[config.mk]
export PLATFORM = sky130hd
export DESIGN_NAME = track_read_segment_mapper
export DESIGN_NICKNAME = d
export VERILOG_FILES = /design/src/hw/rtl/tsm_pkg.sv /design/src/hw/rtl/tsm_div.sv /design/src/hw/rtl/track_read_segment_mapper.sv
export SDC_FILE = /design/constraint.sdc
export NUM_CORES = 2
export LEC_CHECK = 0
export BUFFER_PORTS_ARGS = -buffer_cell sky130_fd_sc_hd__clkbuf_2
export CAP_MARGIN = 20
export CORE_ASPECT_RATIO = 2
export CORE_MARGIN = 4
export CORE_UTILIZATION = 40
export DETAILED_ROUTE_END_ITERATION = 7
export HOLD_SLACK_MARGIN = 0.02
export PLACE_DENSITY = 0.61
export SYNTH_ARGS = -nofsm -noshare
export SYNTH_HDL_FRONTEND = slang
export SYNTH_SLANG_ARGS = --single-unit
[constraint.sdc]
create_clock -name aclk -period 10.2 [get_ports aclk]
set_input_delay 1.53 -clock aclk [delete_from_list [all_inputs] [get_ports aclk]]
set_output_delay 1.53 -clock aclk [all_outputs]
set_load 0.05 [all_outputs]
[src/hw/rtl/tsm_pkg.sv]
package tsm_pkg;

    // Read requests longer than this are cut to it.
    localparam logic [15:0] MAX_READ_BYTES = 16'd32768;

    // Field widths.
    localparam int POS_W   = 40;
    localparam int FRAME_W = 32;
    localparam int FB_W    = 13;
    localparam int FIH_W   = 9;
    localparam int LEN_W   = 16;
    localparam int HB_W    = 20;
    localparam int SEEK_W  = 41;
    localparam int CFG_IDX_W = 3;

    // Saturation limits applied to the size registers before use.
    localparam logic [FB_W-1:0]  BYTES_MIN = 13'd1024;
    localparam logic [FB_W-1:0]  BYTES_MAX = 13'd4096;
    localparam logic [FIH_W-1:0] FIH_MIN   = 9'd1;
    localparam logic [FIH_W-1:0] FIH_MAX   = 9'd256;

    // Reset values of the configuration registers.
    localparam logic [FB_W-1:0]  FB_RESET  = 13'd2352;
    localparam logic [FIH_W-1:0] FIH_RESET = 9'd8;
    localparam logic [FB_W-1:0]  US_RESET  = 13'd2448;

    // Serial divider: one quotient bit per cycle over the full dividend.
    localparam int DIV_STEPS = POS_W;
    localparam int DIV_CNT_W = $clog2(DIV_STEPS);

    // Request operations.
    typedef enum logic [1:0] {
        OP_READ     = 2'd0,
        OP_SEEK_ABS = 2'd1,
        OP_SEEK_REL = 2'd2,
        OP_SEEK_END = 2'd3
    } op_e_t;

    // Configuration register indexes.
    localparam logic [CFG_IDX_W-1:0] CFG_PREGAP_END = 3'd0;
    localparam logic [CFG_IDX_W-1:0] CFG_TRACK_END  = 3'd1;
    localparam logic [CFG_IDX_W-1:0] CFG_FIRST_FRM  = 3'd2;
    localparam logic [CFG_IDX_W-1:0] CFG_FRAME_BYTES = 3'd3;
    localparam logic [CFG_IDX_W-1:0] CFG_FRAMES_HUNK = 3'd4;
    localparam logic [CFG_IDX_W-1:0] CFG_UNIT_STRIDE = 3'd5;

    // Divider request and response.
    typedef struct packed {
        logic             start;
        logic [POS_W-1:0] dividend;
        logic [FB_W-1:0]  divisor;
    } div_req_t;

    typedef struct packed {
        logic             busy;
        logic             done;
        logic [POS_W-1:0] quotient;
        logic [FB_W-1:0]  remainder;
    } div_resp_t;

endpackage

[src/hw/rtl/tsm_div.sv]
module tsm_div (
    input  logic               aclk,
    input  logic               aresetn,
    input  tsm_pkg::div_req_t  req,
    output tsm_pkg::div_resp_t resp
);
    import tsm_pkg::*;

    logic                 busy_reg;
    logic                 done_reg;
    logic [DIV_CNT_W-1:0] cnt_reg;
    logic [POS_W-1:0]     quot_reg;
    logic [FB_W-1:0]      rem_reg;
    logic [FB_W-1:0]      dvs_reg;

    logic [FB_W:0]        trial;
    logic [FB_W:0]        diff;
    logic                 fits;

    // Bring down the next dividend bit and try a subtraction.
    assign trial = {rem_reg, quot_reg[POS_W-1]};
    assign diff  = trial - {1'b0, dvs_reg};
    assign fits  = trial >= {1'b0, dvs_reg};

    // Control state.
    always_ff @(posedge aclk) begin
        if (!aresetn) begin
            busy_reg <= 1'b0;
            done_reg <= 1'b0;
        end else begin
            done_reg <= 1'b0;
            if (req.start) begin
                busy_reg <= 1'b1;
            end else if (busy_reg && cnt_reg == DIV_CNT_W'(DIV_STEPS - 1)) begin
                busy_reg <= 1'b0;
                done_reg <= 1'b1;
            end
        end
    end

    // Restoring division, one quotient bit per cycle.
    always_ff @(posedge aclk) begin
        if (req.start) begin
            cnt_reg  <= '0;
            quot_reg <= req.dividend;
            rem_reg  <= '0;
            dvs_reg  <= req.divisor;
        end else if (busy_reg) begin
            cnt_reg  <= cnt_reg + DIV_CNT_W'(1);
            quot_reg <= {quot_reg[POS_W-2:0], fits};
            rem_reg  <= fits ? diff[FB_W-1:0] : trial[FB_W-1:0];
        end
    end

    assign resp.busy      = busy_reg;
    assign resp.done      = done_reg;
    assign resp.quotient  = quot_reg;
    assign resp.remainder = rem_reg;

endmodule

[src/hw/rtl/track_read_segment_mapper.sv]
// Track read segment mapper.
// Keeps a byte cursor into one disc-image track. Requests arrive on the s_
// channel (valid/ready) as read or seek items; results leave on the m_
// channel (valid/ready), one per seek, one per frame segment of a read and
// one for an empty read, with m_last marking the final result of a request.
// The user must write registers through the cfg_ channel only while the
// block is idle; the block itself does not enforce it. cfg_ready is always high.
// One request is worked on at a time; s_ready is high only between requests.
// A seek adds its amount to its base and then loads its result. A read
// clamps its length and finds the offset inside the first frame, then
// emits its pregap segments directly and works out the hunk and hunk byte
// of each data segment with the shared divider, which yields one quotient
// bit per cycle over a 40-bit dividend, and a 9-step shift-add multiplier.
// A result sits in an output register; while the receiver stalls the block
// finishes the work for the next result and then holds until the register
// is taken. Reset clears the cursor and the hunk cache and returns every
// configuration register to its reset value; no clearing pass is needed.
module track_read_segment_mapper (
    input  logic                                   aclk,
    input  logic                                   aresetn,
    input  logic                                   s_valid,
    output logic                                   s_ready,
    input  logic [1:0]                             s_operation,
    input  logic [tsm_pkg::LEN_W-1:0]              s_read_length,
    input  logic signed [tsm_pkg::SEEK_W-1:0]      s_seek_amount,
    output logic                                   m_valid,
    input  logic                                   m_ready,
    output logic                                   m_status,
    output logic                                   m_zero_fill,
    output logic [tsm_pkg::FRAME_W-1:0]            m_hunk_index,
    output logic [tsm_pkg::HB_W-1:0]               m_hunk_byte,
    output logic [tsm_pkg::FB_W-1:0]               m_segment_bytes,
    output logic                                   m_needs_load,
    output logic [tsm_pkg::LEN_W-1:0]              m_granted_bytes,
    output logic [tsm_pkg::POS_W-1:0]              m_cursor_after,
    output logic                                   m_last,
    input  logic                                   cfg_valid,
    output logic                                   cfg_ready,
    input  logic [tsm_pkg::CFG_IDX_W-1:0]          cfg_index,
    input  logic [tsm_pkg::POS_W-1:0]              cfg_data
);
    import tsm_pkg::*;

    typedef enum logic [11:0] {
        ST_IDLE     = 12'b0000_0000_0001,
        ST_SK_ADD   = 12'b0000_0000_0010,
        ST_SK_FIN   = 12'b0000_0000_0100,
        ST_RD_AVAIL = 12'b0000_0000_1000,
        ST_RD_WANT  = 12'b0000_0001_0000,
        ST_RD_CHK   = 12'b0000_0010_0000,
        ST_RD_FO    = 12'b0000_0100_0000,
        ST_SEG      = 12'b0000_1000_0000,
        ST_DIV_FR   = 12'b0001_0000_0000,
        ST_DIV_HK   = 12'b0010_0000_0000,
        ST_MUL      = 12'b0100_0000_0000,
        ST_EMIT     = 12'b1000_0000_0000
    } state_t;

    state_t state_reg, state_next;

    // Configuration registers.
    logic [POS_W-1:0]   pregap_end_reg;
    logic [POS_W-1:0]   end_byte_reg;
    logic [FRAME_W-1:0] first_frame_reg;
    logic [FB_W-1:0]    frame_bytes_reg;
    logic [FIH_W-1:0]   frames_hunk_reg;
    logic [FB_W-1:0]    unit_stride_reg;

    // Persistent state.
    logic [POS_W-1:0]   cursor_reg;
    logic [FRAME_W-1:0] cached_hunk_reg;
    logic               cached_valid_reg;

    // Per-request working registers.
    op_e_t                    op_reg;
    logic [LEN_W-1:0]         len_reg;
    logic signed [SEEK_W-1:0] seek_reg;
    logic [POS_W+1:0]         target_reg;
    logic [POS_W-1:0]         avail_reg;
    logic [LEN_W-1:0]         granted_reg;
    logic [LEN_W-1:0]         remain_reg;
    logic [FB_W-1:0]          fo_reg;
    logic [FB_W-1:0]          amt_reg;
    logic                     zf_reg;
    logic [FRAME_W-1:0]       hunk_reg;
    logic [HB_W-1:0]          acc_reg;
    logic [HB_W-1:0]          mcand_reg;
    logic [FIH_W-1:0]         mplier_reg;
    logic [3:0]               mcnt_reg;

    // Output register.
    logic               m_valid_reg;
    logic               m_status_reg;
    logic               m_zero_fill_reg;
    logic [FRAME_W-1:0] m_hunk_index_reg;
    logic [HB_W-1:0]    m_hunk_byte_reg;
    logic [FB_W-1:0]    m_segment_bytes_reg;
    logic               m_needs_load_reg;
    logic [LEN_W-1:0]   m_granted_bytes_reg;
    logic [POS_W-1:0]   m_cursor_after_reg;
    logic               m_last_reg;

    div_req_t  div_req;
    div_resp_t div_resp;

    logic [FB_W-1:0]    fb_c;
    logic [FIH_W-1:0]   fih_c;
    logic [FB_W-1:0]    us_c;
    logic               out_free;
    logic               out_load;
    logic               s_accept;
    logic [POS_W-1:0]   seek_base;
    logic [POS_W:0]     avail_diff;
    logic [LEN_W-1:0]   len_c;
    logic [LEN_W-1:0]   want;
    logic [FB_W-1:0]    span;
    logic [FB_W-1:0]    seg_amt;
    logic [FRAME_W-1:0] frame;
    logic [POS_W-1:0]   cursor_adv;
    logic               seg_last;
    logic               seg_load;
    logic               seek_neg;
    logic               seek_over;

    tsm_div u_div (
        .aclk    (aclk),
        .aresetn (aresetn),
        .req     (div_req),
        .resp    (div_resp)
    );

    // Saturate the size registers into their legal ranges.
    assign fb_c  = (frame_bytes_reg < BYTES_MIN) ? BYTES_MIN :
                   (frame_bytes_reg > BYTES_MAX) ? BYTES_MAX : frame_bytes_reg;
    assign us_c  = (unit_stride_reg < BYTES_MIN) ? BYTES_MIN :
                   (unit_stride_reg > BYTES_MAX) ? BYTES_MAX : unit_stride_reg;
    assign fih_c = (frames_hunk_reg < FIH_MIN) ? FIH_MIN :
                   (frames_hunk_reg > FIH_MAX) ? FIH_MAX : frames_hunk_reg;

    assign s_ready   = (state_reg == ST_IDLE);
    assign s_accept  = s_valid && s_ready;
    assign cfg_ready = 1'b1;
    assign out_free  = !m_valid_reg || m_ready;

    // Read length clamping.
    assign avail_diff = {1'b0, end_byte_reg} - {1'b0, cursor_reg};
    assign len_c      = (len_reg > MAX_READ_BYTES) ? MAX_READ_BYTES : len_reg;
    assign want       = (avail_reg < {{(POS_W-LEN_W){1'b0}}, len_c}) ?
                        avail_reg[LEN_W-1:0] : len_c;

    // Segment length: to the next frame boundary or to the end of the read.
    assign span    = fb_c - fo_reg;
    assign seg_amt = (remain_reg < {{(LEN_W-FB_W){1'b0}}, span}) ?
                     remain_reg[FB_W-1:0] : span;

    // Image frame index wraps at 32 bits.
    assign frame = first_frame_reg + div_resp.quotient[FRAME_W-1:0];

    assign cursor_adv = cursor_reg + {{(POS_W-FB_W){1'b0}}, amt_reg};
    assign seg_last   = (remain_reg == {{(LEN_W-FB_W){1'b0}}, amt_reg});
    assign seg_load   = (state_reg == ST_EMIT) && out_free;

    // Seek target checks.
    assign seek_neg  = target_reg[POS_W+1];
    assign seek_over = target_reg[POS_W:0] > {1'b0, end_byte_reg};

    always_comb begin
        unique case (op_reg)
            OP_SEEK_REL: seek_base = cursor_reg;
            OP_SEEK_END: seek_base = end_byte_reg;
            default:     seek_base = '0;
        endcase
    end

    // Sequencer.
    always_comb begin
        state_next       = state_reg;
        out_load         = 1'b0;
        div_req.start    = 1'b0;
        div_req.dividend = cursor_reg;
        div_req.divisor  = fb_c;
        unique case (state_reg)
            ST_IDLE: begin
                if (s_accept) begin
                    state_next = (op_e_t'(s_operation) == OP_READ) ? ST_RD_AVAIL : ST_SK_ADD;
                end
            end
            ST_SK_ADD: state_next = ST_SK_FIN;
            ST_SK_FIN: begin
                if (out_free) begin
                    out_load   = 1'b1;
                    state_next = ST_IDLE;
                end
            end
            ST_RD_AVAIL: state_next = ST_RD_WANT;
            ST_RD_WANT:  state_next = ST_RD_CHK;
            ST_RD_CHK: begin
                if (remain_reg == '0) begin
                    if (out_free) begin
                        out_load   = 1'b1;
                        state_next = ST_IDLE;
                    end
                end else begin
                    div_req.start = 1'b1;
                    state_next    = ST_RD_FO;
                end
            end
            ST_RD_FO: begin
                if (div_resp.done) begin
                    state_next = ST_SEG;
                end
            end
            ST_SEG: begin
                if (cursor_reg < pregap_end_reg) begin
                    state_next = ST_EMIT;
                end else begin
                    div_req.start    = 1'b1;
                    div_req.dividend = cursor_reg - pregap_end_reg;
                    state_next       = ST_DIV_FR;
                end
            end
            ST_DIV_FR: begin
                if (div_resp.done) begin
                    div_req.start    = 1'b1;
                    div_req.dividend = {{(POS_W-FRAME_W){1'b0}}, frame};
                    div_req.divisor  = {{(FB_W-FIH_W){1'b0}}, fih_c};
                    state_next       = ST_DIV_HK;
                end
            end
            ST_DIV_HK: begin
                if (div_resp.done) begin
                    state_next = ST_MUL;
                end
            end
            ST_MUL: begin
                if (mcnt_reg == 4'(FIH_W - 1)) begin
                    state_next = ST_EMIT;
                end
            end
            ST_EMIT: begin
                if (out_free) begin
                    out_load   = 1'b1;
                    state_next = seg_last ? ST_IDLE : ST_SEG;
                end
            end
            default: state_next = ST_IDLE;
        endcase
    end

    // Control state, configuration and persistent state.
    always_ff @(posedge aclk) begin
        if (!aresetn) begin
            state_reg        <= ST_IDLE;
            m_valid_reg      <= 1'b0;
            cursor_reg       <= '0;
            cached_hunk_reg  <= '0;
            cached_valid_reg <= 1'b0;
            pregap_end_reg   <= '0;
            end_byte_reg     <= '0;
            first_frame_reg  <= '0;
            frame_bytes_reg  <= FB_RESET;
            frames_hunk_reg  <= FIH_RESET;
            unit_stride_reg  <= US_RESET;
        end else begin
            state_reg <= state_next;

            if (out_load) begin
                m_valid_reg <= 1'b1;
            end else if (m_ready) begin
                m_valid_reg <= 1'b0;
            end

            // Register writes.
            if (cfg_valid) begin
                unique case (cfg_index)
                    CFG_PREGAP_END:  pregap_end_reg  <= cfg_data;
                    CFG_TRACK_END:   end_byte_reg    <= cfg_data;
                    CFG_FIRST_FRM:   first_frame_reg <= cfg_data[FRAME_W-1:0];
                    CFG_FRAME_BYTES: frame_bytes_reg <= cfg_data[FB_W-1:0];
                    CFG_FRAMES_HUNK: frames_hunk_reg <= cfg_data[FIH_W-1:0];
                    CFG_UNIT_STRIDE: unit_stride_reg <= cfg_data[FB_W-1:0];
                    default: ;
                endcase
            end

            // Seek commits a nonnegative target, clamped to the track end.
            if (state_reg == ST_SK_FIN && out_free && !seek_neg) begin
                cursor_reg <= seek_over ? end_byte_reg : target_reg[POS_W-1:0];
            end

            // A segment advances the cursor; data segments update the cache.
            if (seg_load) begin
                cursor_reg <= cursor_adv;
                if (!zf_reg) begin
                    cached_hunk_reg  <= hunk_reg;
                    cached_valid_reg <= 1'b1;
                end
            end
        end
    end

    // Working registers of the request in progress.
    always_ff @(posedge aclk) begin
        if (s_accept) begin
            op_reg   <= op_e_t'(s_operation);
            len_reg  <= s_read_length;
            seek_reg <= s_seek_amount;
        end

        if (state_reg == ST_SK_ADD) begin
            target_reg <= {2'b00, seek_base} + {seek_reg[SEEK_W-1], seek_reg};
        end

        if (state_reg == ST_RD_AVAIL) begin
            avail_reg <= avail_diff[POS_W] ? '0 : avail_diff[POS_W-1:0];
        end

        if (state_reg == ST_RD_WANT) begin
            granted_reg <= want;
            remain_reg  <= want;
        end

        if (state_reg == ST_RD_FO && div_resp.done) begin
            fo_reg <= div_resp.remainder;
        end

        if (state_reg == ST_SEG) begin
            amt_reg <= seg_amt;
            zf_reg  <= cursor_reg < pregap_end_reg;
            hunk_reg <= '0;
            acc_reg  <= '0;
        end

        // Frame within hunk times stride, plus the offset inside the frame.
        if (state_reg == ST_DIV_HK && div_resp.done) begin
            hunk_reg   <= div_resp.quotient[FRAME_W-1:0];
            acc_reg    <= {{(HB_W-FB_W){1'b0}}, fo_reg};
            mcand_reg  <= {{(HB_W-FB_W){1'b0}}, us_c};
            mplier_reg <= div_resp.remainder[FIH_W-1:0];
            mcnt_reg   <= '0;
        end

        if (state_reg == ST_MUL) begin
            if (mplier_reg[0]) begin
                acc_reg <= acc_reg + mcand_reg;
            end
            mcand_reg  <= {mcand_reg[HB_W-2:0], 1'b0};
            mplier_reg <= {1'b0, mplier_reg[FIH_W-1:1]};
            mcnt_reg   <= mcnt_reg + 4'd1;
        end

        // Later segments start on a frame boundary.
        if (seg_load) begin
            remain_reg <= remain_reg - {{(LEN_W-FB_W){1'b0}}, amt_reg};
            fo_reg     <= '0;
        end
    end

    // Output register load.
    always_ff @(posedge aclk) begin
        if (out_load) begin
            m_status_reg        <= 1'b0;
            m_zero_fill_reg     <= 1'b0;
            m_hunk_index_reg    <= '0;
            m_hunk_byte_reg     <= '0;
            m_segment_bytes_reg <= '0;
            m_needs_load_reg    <= 1'b0;
            m_granted_bytes_reg <= '0;
            m_cursor_after_reg  <= cursor_reg;
            m_last_reg          <= 1'b1;
            if (state_reg == ST_SK_FIN) begin
                m_status_reg <= seek_neg;
                if (!seek_neg) begin
                    m_cursor_after_reg <= seek_over ? end_byte_reg :
                                          target_reg[POS_W-1:0];
                end
            end else if (state_reg == ST_EMIT) begin
                m_zero_fill_reg     <= zf_reg;
                m_hunk_index_reg    <= hunk_reg;
                m_hunk_byte_reg     <= acc_reg;
                m_segment_bytes_reg <= amt_reg;
                m_needs_load_reg    <= !zf_reg &&
                                       (!cached_valid_reg || cached_hunk_reg != hunk_reg);
                m_granted_bytes_reg <= granted_reg;
                m_cursor_after_reg  <= cursor_adv;
                m_last_reg          <= seg_last;
            end
        end
    end

    assign m_valid         = m_valid_reg;
    assign m_status        = m_status_reg;
    assign m_zero_fill     = m_zero_fill_reg;
    assign m_hunk_index    = m_hunk_index_reg;
    assign m_hunk_byte     = m_hunk_byte_reg;
    assign m_segment_bytes = m_segment_bytes_reg;
    assign m_needs_load    = m_needs_load_reg;
    assign m_granted_bytes = m_granted_bytes_reg;
    assign m_cursor_after  = m_cursor_after_reg;
    assign m_last          = m_last_reg;

    // The divider is only started when it is free.
    assert property (@(posedge aclk) disable iff (!aresetn)
        div_req.start |-> !div_resp.busy)
        else $error("divider started while busy");

    // A result never overwrites one that has not been taken.
    assert property (@(posedge aclk) disable iff (!aresetn)
        out_load |-> (!m_valid_reg || m_ready))
        else $error("output register overwritten");

    // Every read segment is nonempty and fits in what is left of the read.
    assert property (@(posedge aclk) disable iff (!aresetn)
        seg_load |-> (amt_reg != '0 &&
                      {{(LEN_W-FB_W){1'b0}}, amt_reg} <= remain_reg))
        else $error("segment length out of range");

    // A finished read leaves nothing remaining.
    assert property (@(posedge aclk) disable iff (!aresetn)
        (seg_load && seg_last) |=> (remain_reg == '0 && state_reg == ST_IDLE))
        else $error("read ended with bytes remaining");

endmodule

### Yosys cells after proc, flatten, opt, wreduce, memory -nomap -nowiden

Index checks and enable logic that the tools add are counted.
W data, S select, Z words.

| storage, ports and cells | value |
|---|---|
| register bits | 717 |
| bits in latches | 0 |
| RAM bits | 0 |
| ROM bits | 0 |
| input bits | 107 |
| output and inout port bits | 128 |
| word-level logic and storage cells | 192 |
| memories | 0 |

| operators by class | value |
|---|---|
| add/sub/neg operators | 11 |
| multiply operators | 0 |
| divide/modulo/power cells | 0 |
| magnitude comparators | 12 |
| equality and inequality tests | 29 |
| shifts and indexed selects | 0 |
| multiplexer cells | 59 |
| bitwise operators | 3 |
| reductions and logical operators | 35 |

Operators with widths:

| operator | count |
|---|---|
| $mux W40 | 8 |
| $pmux W40 S2 | 2 |
| $pmux W12 S12 | 1 |
| $mux W20 | 6 |
| $mux W12 | 9 |
| $mux W13 | 7 |
| $mux W16 | 4 |
| $mux W32 | 2 |
| $mux W54 | 1 |
| $add A41 B41 Y42 | 1 |
| $gt A41 B40 Y1 | 1 |
| $mux W41 | 1 |
| $sub A40 B40 Y41 | 1 |
| $add A40 B13 Y40 | 1 |
| $lt A40 B16 Y1 | 1 |
| $lt A40 B40 Y1 | 1 |
| $sub A40 B40 Y40 | 1 |
| $add A32 B32 Y32 | 1 |
| $ne A32 B32 Y1 | 1 |
| $gt A13 B13 Y1 const B | 2 |
| $lt A13 B11 Y1 const B | 2 |
| $sub A13 B13 Y13 | 2 |
| $mux W8 | 3 |
| $add A20 B20 Y20 | 1 |
| other kinds (45) | 89 |

### Logic depth before layout (Yosys ltp)

| logic depth | value |
|---|---|
| word-level depth | 6 |
| depth in mapped cells | 23 |
| gate-level depth less buffers | 21 |

### By module

From an unflattened synthesis, not the netlist that was laid out.

| second synthesis, totals | value |
|---|---|
| cells, all modules | 4412 |
| area total of the unflattened synthesis | 42532.0 µm² |

By module, submodules not included:

| module | instances | cells an instance | area each (µm²) | seq. area each (µm²) |
|---|---|---|---|---|
| track_read_segment_mapper | 1 | 4103 | 38792.2 | 16625.9 |
| tsm_div | 1 | 309 | 3739.8 | 2011.9 |

### Worst setup path after synthesis

Ideal clock, no wire load.

| path | value |
|---|---|
| path type | reg2reg |
| from | reg state_reg[9] |
| to | reg m_cursor_after_reg[0] (netlist: m_cursor_after[0]) (enable) |
| setup time | 0.611 ns |
| data arrival time | 7.143 ns |
| setup slack | 2.446 ns |
| stages on the path, launching flop included | 11 |
| buffers on the path | 4 |
| cells stage by stage | dfxtp_1 > clkbuf_1 > nor2_1 > and3_1 > clkbuf_1 > nand2_1 > nor3b_1 > clkbuf_1 > buf_1 > a211oi_1 > nor2_1 |

| between the ends | value |
|---|---|
| longest elaborated chain between the ends | 3 |
| elaborated cells between the ends (all ways) | 5 |
| classes of those cells | eq/ne: 3; mux: 1; reduce/logical: 1 |

Ends and longest elaborated chain:

| item | line | RTL |
|---|---|---|
| start: declaration | track_read_segment_mapper.sv:59 | `state_t state_reg, state_next;` |
| start signal: assignment | track_read_segment_mapper.sv:265 | `state_reg <= state_next;` |
| $eq A12 B3 Y1 or $eq A12 B12 Y1 (tied branches) | track_read_segment_mapper.sv:182 | `unique case (state_reg)` |
| $reduce_or A2 Y1 (no line) | n/a |  |
| $pmux W1 S2 (*) | track_read_segment_mapper.sv:182 |  |
| named net out_load | track_read_segment_mapper.sv:110 | `logic out_load;` |
| end signal: assignment | track_read_segment_mapper.sv:369 | `m_cursor_after_reg <= cursor_reg;` |
| end signal: assignment | track_read_segment_mapper.sv:374 | `m_cursor_after_reg <= seek_over ? end_byte_reg :` |
| end signal: assignment | track_read_segment_mapper.sv:385 | `m_cursor_after_reg <= cursor_adv;` |
| end: declaration | track_read_segment_mapper.sv:100 | `logic [POS_W-1:0] m_cursor_after_reg;` |

The timed path passes the listed nets; every way through them passes the cells marked *.
A chain may end at the register's enable or synchronous reset.

### Worst setup path after layout

| path | value |
|---|---|
| from | reg op_reg[0] |
| to | reg target_reg[37] (data pin) |

| between the ends | value |
|---|---|
| longest elaborated chain between the ends | 3 |
| elaborated cells between the ends (all ways) | 4 |
| classes of those cells | add/sub: 1; eq/ne: 2; mux: 1 |

Ends and longest elaborated chain:

| item | line | RTL |
|---|---|---|
| start: declaration | track_read_segment_mapper.sv:75 | `op_e_t op_reg;` |
| start signal: assignment | track_read_segment_mapper.sv:305 | `op_reg <= op_e_t'(s_operation);` |
| $eq A2 B2 Y1 | track_read_segment_mapper.sv:168 | `unique case (op_reg)` |
| $pmux W40 S2 (*) | track_read_segment_mapper.sv:168 |  |
| $add A41 B41 Y42 (*) | track_read_segment_mapper.sv:311 | `target_reg <= {2'b00, seek_base} + {seek_reg[SEEK_W-1], seek_reg};` |
| end signal: assignment | track_read_segment_mapper.sv:311 |  |
| end: declaration | track_read_segment_mapper.sv:78 | `logic [POS_W+1:0] target_reg;` |

Mark *: on every way between the ends. The rest lies on a longest branch, timed or not.

==> impl_metrics.csv <==
group,metric,value,unit
outcome,run_status,"complete, no violations",
global_route,grt.met2_usage,47.6,%
timing,fmax,206,MHz
power,p_per_area,145,nW/um2
setup_path,r2r_start,"op_reg[0]$_DFFE_PP_",
cts,clock-sinks,717,
finish,drive_gt1_share,10.5,%
cts,clk_path_buf_depth,3,
floorplanning,die_h,466,um
synth,synth_top_area_share,30.6,%
drt,wl_per_cell,24.7,um
cts,htreeDepth,3,
floorplanning,ios,235,
setup_path,worst-path-max-fanout,41,
synth,synth.most_common_cell,"nand2_1",
global_route,grt.met1_usage,27.4,%
timing,period_needed,4.86,ns
global_route,grt.total_usage,26.2,%
power,total_power,0.00684,W
worst_hold_path,hold_path_class,"reg -> reg",
timing,fin_crit_sh,47.6,%
finish,syn2layout_area_growth,12.3,%
power,cellLeakagePower,19.0,nW
global_route,grt_pass1_vias,34900,
cts,path_clk_slew,0.07,ns
setup_path,required,10.67,ns
finish,final_nets,5053,
cts,holdBufCountCts,0,
synth,yosysTopAreaCell,"edfxtp_1",
placement,port-buffer-count,233,
drt,drtAntennaViolNets,0,
timing,rsz0062_at_grt,"false",
synth,synthArstFlopShare,0,%
synth,synth_fp_nets,4871,
floorplanning,core.rowCount,167,
floorplanning,initial_utilization,40.5,%
power,ir_worst_vdd,0.144,mV
synth,avgSynthCellArea,9.41,um2
synth,ys_types,95,
synth,netlist_area,42000,um2
setup_path,rr_endpoint,"target_reg[37]$_DFFE_PP_",
timing,skew,0.0330,ns
drt,vias,34800,
synth,ys_ff_latch,717,
setup_path,crit_start,"op_reg[0]$_DFFE_PP_",
timing,finalSetupTns,0,ns
timing,slew_violations,0,
cts,clk_latency,0.69,ns
synth,syn_inst,4464,
floorplanning,core_area,104000,um2
drt,dr.pass1.iters,7,
setup_path,start_kind,"flip-flop",
synth,ys_top_cells_by_count,"567 x nand2_1, 441 x a21oi_1, 428 x edfxtp_1",
synth,synth_edf_count,428,
cts,cts-root-buf,"clkbuf_16",
finish,fillers,9991,
floorplanning,die-area,111000,um2
drt,drtIter0Drc,2468,
synth,dominantRegCellSynth,"edfxtp_1",
global_route,antenna_found_initial,4,
placement,place_hpwl,116000,um
setup_path,endpoint_kind,"flip-flop",
cts,cts_tree,"yes",
drt,avgViaCountPerCell,5.75,
cts,cts_resized,0,
timing,finalSetupViolCount,0,
setup_path,crit_type,"reg -> reg",
cts,postCtsSetupRepairBufs,0,
setup_path,cp.arrival,5.33,ns
synth,ys_seq_area_share,44.4,%
timing,worst_pin_slew,1.10,ns
setup_path,crit_path_end,"target_reg[37]$_DFFE_PP_",
synth,synth_warnings,0,
global_route,busiest_layer,"met2",
drt,route.final.wire_length,150000,um
timing,max_slew_margin,24.9,%
global_route,grt_overflow,0,
finish,largest_register_ffs,42,
timing,final-hold-violation-count,0,
global_route,grt_util_met3,4.10,%
global_route,grt_pass1_wl,219000,um
run,maxCapViolations,0,
drt,drc_errors,0,
setup_path,r2r_slack,5.34,ns
floorplanning,die_x,237,um
global_route,grt_max_degree,91,
timing,whs,0.451,ns
placement,place.gp.congestion,0.980,
synth,synth_area_leaders,"edfxtp_1 31%, dfxtp_1 14%, ha_1 8.7%",
setup_path,rr_worst_depth,14,
cts,cts-buffers-inserted,71,
[how the worst min path moves through the flow]
| stage | startpoint | endpoint | depth (start not counted) | slack (ns) |
|---|---|---|---|---|
| after floorplan | mplier_reg[8]$_SDFFE_PP0P_ | mplier_reg[8]$_SDFFE_PP0P_ | 2 | 0.43 |
| after global placement | frame_bytes_reg[7]$_SDFFE_PN0P_ | frame_bytes_reg[7]$_SDFFE_PN0P_ | 2 | 0.44 |
| after detailed placement | frame_bytes_reg[1]$_SDFFE_PN0P_ | frame_bytes_reg[1]$_SDFFE_PN0P_ | 2 | 0.44 |
| after CTS | frame_bytes_reg[1]$_SDFFE_PN0P_ | frame_bytes_reg[1]$_SDFFE_PN0P_ | 2 | 0.45 |
| after global routing | pregap_end_reg[24]$_SDFFE_PN0P_ | pregap_end_reg[24]$_SDFFE_PN0P_ | 2 | 0.47 |
| final | frame_bytes_reg[1]$_SDFFE_PN0P_ | frame_bytes_reg[1]$_SDFFE_PN0P_ | 2 | 0.45 |
[placed cells by master (no fill, tap or decap), types with 12 or more instances in the layout]
master / instances
clkbuf_2: 233
nand2_1: 567
a21oi_1: 440
inv_1: 246
o211ai_1: 20
mux2i_1: 134
dfxtp_1: 289
nor2_1: 301
xnor2_1: 138
mux2_2: 17
a31oi_1: 35
xor2_1: 87
o32a_1: 19
o21bai_1: 23
o31ai_1: 13
o21a_1: 49
a21o_1: 132
nand2b_1: 32
a21boi_0: 12
nand4_1: 47
ha_1: 291
o22ai_1: 20
nor3_1: 51
o221ai_1: 24
clkbuf_16: 72
edfxtp_1: 428
a221oi_1: 20
nor4_1: 25
o221a_2: 12
buf_4: 69
nor3b_1: 12
o21ai_0: 195
a22oi_1: 12
or3_1: 19
nand3_1: 79
nor2b_1: 84
a211oi_1: 37
and2_1: 142
and3_1: 40
[metal layers]
layer	wire, um	part of all wire, %
met1	53000	35
met2	76300	51
met3	8120	5.4
met4	12300	8.2
met5	14	0.0094
[area by class of cell]
class	count	area, um2	share of cell area, %
Antenna cell	4	10.0	0.0212
Tap cell	1352	1690	3.59
Clock buffer	93	1980	4.20
Clock inverter	39	409	0.867
Inverter	248	936	1.98
Timing Repair Buffer	305	1730	3.68
Sequential cell	717	18600	39.5
Multi-Input combinational cell	3303	21800	46.2
[where the power goes]
group | switching [W] | leakage (nW) | internal (W)
Clock | 0.00124 | 1.17 | 0.00152
Sequential | 0.0000743 | 6.51 | 0.00316
Combinational | 0.000522 | 11.3 | 0.000327
Total | 0.00183 | 19.0 | 0.00501
[per-stage QoR]
step	setup WS, ns	util, %	cells	cell area (um2)
finish	5.34	45.4	6061	47200
global route	5.09	45.4	6058	47200
CTS	5.23	45.4	6054	47100
detailed placement	5.27	43.1	5922	44700
global placement	5.34	43.0	5920	44700
floorplan	2.45	-	4464	42000
[logic make-up after synthesis]
family	synth area share [%]
muxes	3.65
other	0.00892
adders and majority gates	9.09
DFF	44.4
xor gates and xnor gates	4.69
buffers and inverters	4.04
AOI/OAI and AO/OA	17.9
and+or+nand+nor	16.3
[critical path, cell delays in order (launching register included)]
cell      delay, ns
edfxtp_1       0.33
buf_4          0.64
mux2i_1        0.44
nor2b_1        0.09
ha_1           0.40
nand4_1        0.17
nor2_1         0.16
o211ai_1       0.21
a21oi_1        0.50
o21ai_0        0.21
a21boi_0       0.42
a221o_1        0.31
a31o_2         0.28
a41oi_1        0.17
xnor2_1        0.31
No activity file was read; power rests on OpenSTA's default activity.
